[src/exposure_luminance_estimator_unit_macros.svh]
// Assertion macros used by the estimator top level.
`ifndef EXPOSURE_LUMINANCE_ESTIMATOR_UNIT_MACROS_SVH
`define EXPOSURE_LUMINANCE_ESTIMATOR_UNIT_MACROS_SVH
`ifndef SYNTHESIS
// Same-cycle implication, sampled on clk, off during reset.
`define ELU_ASSERT_IMPL(lbl, ante, cons) \
  lbl: assert property (@(posedge clk) disable iff (!rst_n) (ante) |-> (cons)) \
    else $error("implication check failed");
// Next-cycle implication, sampled on clk, off during reset.
`define ELU_ASSERT_NEXT(lbl, ante, cons) \
  lbl: assert property (@(posedge clk) disable iff (!rst_n) (ante) |=> (cons)) \
    else $error("next-cycle check failed");
`else
`define ELU_ASSERT_IMPL(lbl, ante, cons)
`define ELU_ASSERT_NEXT(lbl, ante, cons)
`endif
`endif

[src/elu_div.sv]
// Pipelined restoring divider, one quotient bit per stage, with sideband.
module elu_div #(
  parameter int NW = 32,
  parameter int DW = 32,
  parameter int PW = 1
) (
  input  logic          clk,
  input  logic          rst_n,
  input  logic          en,
  input  logic          in_valid,
  input  logic [NW-1:0] in_num,
  input  logic [DW-1:0] in_den,
  input  logic [PW-1:0] in_pay,
  output logic          out_valid,
  output logic [NW-1:0] out_quo,
  output logic [PW-1:0] out_pay
);

  logic          valid_r [NW];
  logic [DW-1:0] rem_r   [NW];
  logic [NW-1:0] acc_r   [NW];
  logic [DW-1:0] den_r   [NW];
  logic [PW-1:0] pay_r   [NW];

  logic          v_src   [NW];
  logic [DW-1:0] rem_src [NW];
  logic [NW-1:0] acc_src [NW];
  logic [DW-1:0] den_src [NW];
  logic [PW-1:0] pay_src [NW];

  for (genvar k = 0; k < NW; k++) begin : g_stage
    logic [DW:0] trial;
    logic        ge;

    // stage source: ports for the first stage, previous stage otherwise
    if (k == 0) begin : g_first
      assign v_src[k]   = in_valid;
      assign rem_src[k] = '0;
      assign acc_src[k] = in_num;
      assign den_src[k] = in_den;
      assign pay_src[k] = in_pay;
    end else begin : g_next
      assign v_src[k]   = valid_r[k-1];
      assign rem_src[k] = rem_r[k-1];
      assign acc_src[k] = acc_r[k-1];
      assign den_src[k] = den_r[k-1];
      assign pay_src[k] = pay_r[k-1];
    end

    // bring down one numerator bit, try the subtract
    assign trial = {rem_src[k], acc_src[k][NW-1]};
    assign ge    = trial >= {1'b0, den_src[k]};

    always_ff @(posedge clk) begin
      if (!rst_n) begin
        valid_r[k] <= 1'b0;
      end else if (en) begin
        valid_r[k] <= v_src[k];
      end
    end

    always_ff @(posedge clk) begin
      if (en) begin
        rem_r[k] <= ge ? DW'(trial - {1'b0, den_src[k]}) : trial[DW-1:0];
        acc_r[k] <= {acc_src[k][NW-2:0], ge};
        den_r[k] <= den_src[k];
        pay_r[k] <= pay_src[k];
      end
    end
  end

  assign out_valid = valid_r[NW-1];
  assign out_quo   = acc_r[NW-1];
  assign out_pay   = pay_r[NW-1];

endmodule

[config.mk]
export PLATFORM = sky130hd
export DESIGN_NAME = elu_div
export DESIGN_NICKNAME = d
export VERILOG_FILES = /design/src/exposure_luminance_estimator_unit_macros.svh /design/src/elu_div.sv
export SDC_FILE = /design/constraint.sdc
export NUM_CORES = 2
export LEC_CHECK = 0
export BUFFER_PORTS_ARGS = -buffer_cell sky130_fd_sc_hd__buf_4
export CELL_PAD_IN_SITES_DETAIL_PLACEMENT = 0
export CELL_PAD_IN_SITES_GLOBAL_PLACEMENT = 2
export CORE_MARGIN = 3
export CORE_UTILIZATION = 35
export DETAILED_ROUTE_END_ITERATION = 8
export GPL_TIMING_DRIVEN = 0
export HOLD_SLACK_MARGIN = 0.1
export PLACE_DENSITY_LB_ADDON = 0.12
export RECOVER_POWER = 50
export SKIP_LAST_GASP = 1
export SLEW_MARGIN = 20
export SYNTH_ARGS = -nofsm -noshare
export SYNTH_HDL_FRONTEND = slang
export SYNTH_SLANG_ARGS = --single-unit
[constraint.sdc]
create_clock -name clk -period 4.4 [get_ports clk]
set_input_delay 0.66 -clock clk [delete_from_list [all_inputs] [get_ports clk]]
set_output_delay 0.66 -clock clk [all_outputs]
set_load 0.02 [all_outputs]
## Yosys cells after proc, flatten, opt, wreduce, memory -nomap -nowiden

Memories as Yosys holds them, arrays and structs flattened.
Index checks and enable logic that the tools add are counted.

- $add $sub $neg: 32
- Magnitude comparators: 32
- Multiplexer cells: 69
- Bitwise operators: 32

Operator list:

| kind | number |
|---|---|
| 32-bit two-way mux | 32 |
| 33-bit by 32-bit >= comparator with 1-bit output | 31 |
| 32-bit subtractor | 31 |
| 1-bit two-way mux | 37 |
| 1-bit by 32-bit >= comparator with 1-bit output | 1 |
| 1-bit bitwise OR | 32 |
| 1-bit by 32-bit subtractor with 32-bit output | 1 |

- Output and inout bits: 34
- Input port bits: 69
- Register bits after elaboration: 0
- Memories kept: 5
- RAM bits: 3136
- Logic and storage cells: 170

Memory list:

| memory | words | width | read ports | clocked after Yosys merged registers in | write ports | line | source |
|---|---|---|---|---|---|---|---|
| acc_r | 32 | 32 | 32 | 0 | 32 | elu_div.sv:21 | `logic [NW-1:0] acc_r [NW];` |
| den_r | 32 | 32 | 31 | 0 | 32 | elu_div.sv:22 | `logic [DW-1:0] den_r [NW];` |
| rem_r | 32 | 32 | 31 | 0 | 32 | elu_div.sv:20 | `logic [DW-1:0] rem_r [NW];` |
| pay_r | 32 | 1 | 32 | 0 | 32 | elu_div.sv:23 | `logic [PW-1:0] pay_r [NW];` |
| valid_r | 32 | 1 | 32 | 0 | 32 | elu_div.sv:19 | `logic valid_r [NW];` |

## Depth between registers and ports, before layout

- Word-level depth: 4
- Depth in mapped cells: 16
- Gate-level depth less buffers: 13

## Least setup slack after synthesis

Ideal clock, no wire load.

- Path kind: register to register
- Start: memory den_r[16][1], in the netlist den_r[1][1]
- End: memory rem_r[17][27], in the netlist rem_r[1][59], data pin
- Clock period less this slack: 3.378 ns
- Setup time: 0.260 ns
- Cell stages (with the launch flop): 14
- Buffers on the path: 1
- Arrival: 3.118 ns
- Setup slack: 1.022 ns
- Data required time: 4.140 ns
- Path through: edfxtp_1 inv_1 ha_1 nor2b_1 o31a_1 o31ai_2 o2bb2ai_1 o31ai_2 a31oi_4 nor2_1 a211o_1 a311oi_4 buf_6 mux2_2

RTL lines:

| item | line |
|---|---|
| from (decl) | elu_div.sv:22 |
| to (decl) | elu_div.sv:20 |

==> impl_metrics.tcl <==
set metrics [dict create \
    total_leakage_power_nw 70.21 \
    hold_viol_final 0 \
    critPathLaunchType "flop" \
    maxSlewHeadroom_pct -142.7 \
    dieHeight_um 675.3 \
    layout_setup_ws_ps 150.3 \
    async_reset_ff_share_pct 0 \
    fin_crit_sh_pct 96.58 \
    initial_utilization_pct 35.17 \
    peakVddDrop_mv 0.3659 \
    post-synth-top-count-cell "edfxtp_1" \
    p_per_area_nw_per_um2 742.3 \
    crit_type "reg -> reg" \
    cts_tree "done" \
    final-seq-area_um2 92240 \
    required_ps 5070 \
    instances_no_fill 19540 \
    ys_seq_area_share_pct 58.84 \
    wire_per_inst_um 20.72 \
    viasPerCell 5.051 \
    totalWireLength_um 404900 \
    grt_pass1_vias 99020 \
    cts.htree.levels 5 \
    synth_cells 12760 \
    std_cell_rows 245 \
    synth_edf_count 3071 \
    dieArea_um2 456000 \
    cp_max_fo 10 \
    synth_cell_types 115 \
    rsz0062_at_grt "false" \
    grt_max_degree 161 \
    clkTransAtPathRegs_ps 50 \
    place_inst 18810 \
    pre_cts_ws_ps -2949 \
    multi_input_area_um2 58760 \
    final.fill_count 42580 \
    slew_viol_final 661 \
    die_w_um 675.3 \
    maxCapViolCount 6 \
    io_buffers 102 \
    place_congestion 0.8320 \
    area_delta_synth_final_pct 13.74 \
    synth_ff_type "edfxtp_1" \
    status "finished, violations left" \
    grt-ovfl-total 0 \
    endpoint_kind "flop" \
    first_pass_iters 6 \
    core_um2 445700 \
    fmaxAchievable_mhz 235.3 \
    clock_path_buffers 4 \
    dpl.hpwl_um 307000 \
    synth_top_cell_area_share_pct 58.82 \
    drc_errors 0 \
    period_needed_ps 4250 \
    synth_fp_nets 13850 \
    synth_area_leader_cell "edfxtp_1" \
    setup_violations 0 \
    drive_gt1_share_pct 9.276 \
    dr_total_vias 98720 \
    synth_common_cells "edfxtp_1, inv_1, ha_1, nand2_1, a21oi_1" \
    antenna_found_initial 21 \
    grt_pass1_wl_um 611900 \
    insertion_delay_ps 960 \
    critPathArrivalTime_ps 4920 \
    ant_nets 0 \
    tightest_slew_ps 3640 \
    synth_seq_cells 3072 \
    netlist_area_um2 156800 \
    hp-class "in -> reg" \
    ys_top_cells_by_area "edfxtp_1, ha_1, inv_1" \
    clock-root-buffer "clkbuf_16" \
    ys_warn_count 0 \
    cts_sinks 3072 \
    clock-skew-final_ps 62.72 \
    violations "capacitance limit, slew limit" \
    synth.avg_cell_area_um2 12.29 \
    drtIter0Drc 7357 \
    track_usage_pct 17.44 \
    cts-buffers-inserted 352 \
    final_nets 14420 \
    boundaryPins 103 \
]
==> stage by stage <==
stage / hold slack [ps] / total power [mW] / TNS, ps / area (um^2) / util, %
6_report: 166.9 / 132.4 / 0 / 178300 / 40.00
4_1_cts: 120.1 / 134.2 / 0 / 178200 / 39.97
5_1_grt: 179.9 / 142.2 / 0 / 178300 / 40.00
2_1_floorplan: 400.3 / 85.42 / 0 / 156800 / -
3_3_place_gp: 400.4 / 105.2 / - / 165000 / 37.01
3_5_place_dp: 404.5 / 103.6 / -940210 / 165600 / 37.15
==> cell type report <==
cell class / count / area share, %
Sequential cell: 3072 / 51.73
Multi-Input combinational cell: 8121 / 32.96
Clock buffer: 403 / 5.059
Tap cell: 5928 / 4.160
Inverter: 1277 / 2.693
Clock inverter: 231 / 1.385
Timing Repair Buffer: 213 / 1.248
Buffer: 288 / 0.7515
Antenna cell: 11 / 0.01544
==> worst paths after layout <==
path	from	endpoint	slack, ps	cells past startpoint
hold reg to reg	acc_r[0][15]	acc_r[1][16]	380	0
hold / removal	en	acc_r[0][24]	170	1
setup / recovery	den_r[1][385]	rem_r[1][437]	150	12
setup reg to reg	den_r[1][385]	rem_r[1][437]	150	12
==> metal layers <==
metal  wire (um)  vias up  global-route usage [%]
met4       10490        0                   4.522
met3       13380      508                   1.859
met5           0        -                       0
li1            -    48450                       -
met2      196300     1594                   29.85
met1      184800    48170                   23.56
==> where the power goes <==
group | total, mW | leakage [nW] | internal [mW] | switching, mW
Sequential | 46.2 | 30.1 | 41.9 | 4.25
Combinational | 57.0 | 34.6 | 23.5 | 33.5
Clock | 29.2 | 5.55 | 16.8 | 12.3
Total | 132 | 70.2 | 82.3 | 50.1
==> logic make-up after synthesis <==
kind of cell,count (synthesis),synth area share [%]
adder cells (fa/ha/maj),1024,8.316
AND/OR/NAND/NOR,2593,7.884
AO/OA/AOI/OAI,3213,13.06
flip-flops,3072,58.84
multiplexers,499,3.586
buffers and inverters,1569,3.896
XOR/XNOR,791,4.419
==> flip-flops by register name, summed over array words and instances, names as in the netlist <==
register / count
acc_r: 1024
pay_r: 32
rem_r: 992
den_r: 992
valid_r: 32
==> cells in the final DEF, fill, tap and decap left out, drive strengths merged, types with 143 or more instances in the layout <==
cell / count
a21o: 504
a21oi: 853
buf: 143
clkbuf: 690
clkinv: 158
edfxtp: 3071
ha: 994
inv: 1292
mux2: 447
nand2: 876
nand3: 184
nand4: 167
nor2: 593
nor3: 153
o21ai: 868
xnor2: 464
xor2: 327
==> what timing repair did <==
item	CTS	global route
pin swaps	1	6
cloned	7	2
setup endpoints to repair	698	610
resized for setup	41	59
endpoints found under the hold margin	69	0
hold buffers	67	0
setup buffers	3	10
==> critical path: stages (launching register included) <==
cell and delay, ps:
edfxtp_1 420, inv_1 60, ha_1 300, nor2b_1 150, o31a_1 290, o311ai_1 460
o2bb2ai_1 250, a21oi_1 400, a21oi_1 250, a221oi_2 420, o21a_2 290, buf_2 310
mux2_2 380
No activity file was read; power rests on OpenSTA's default activity.
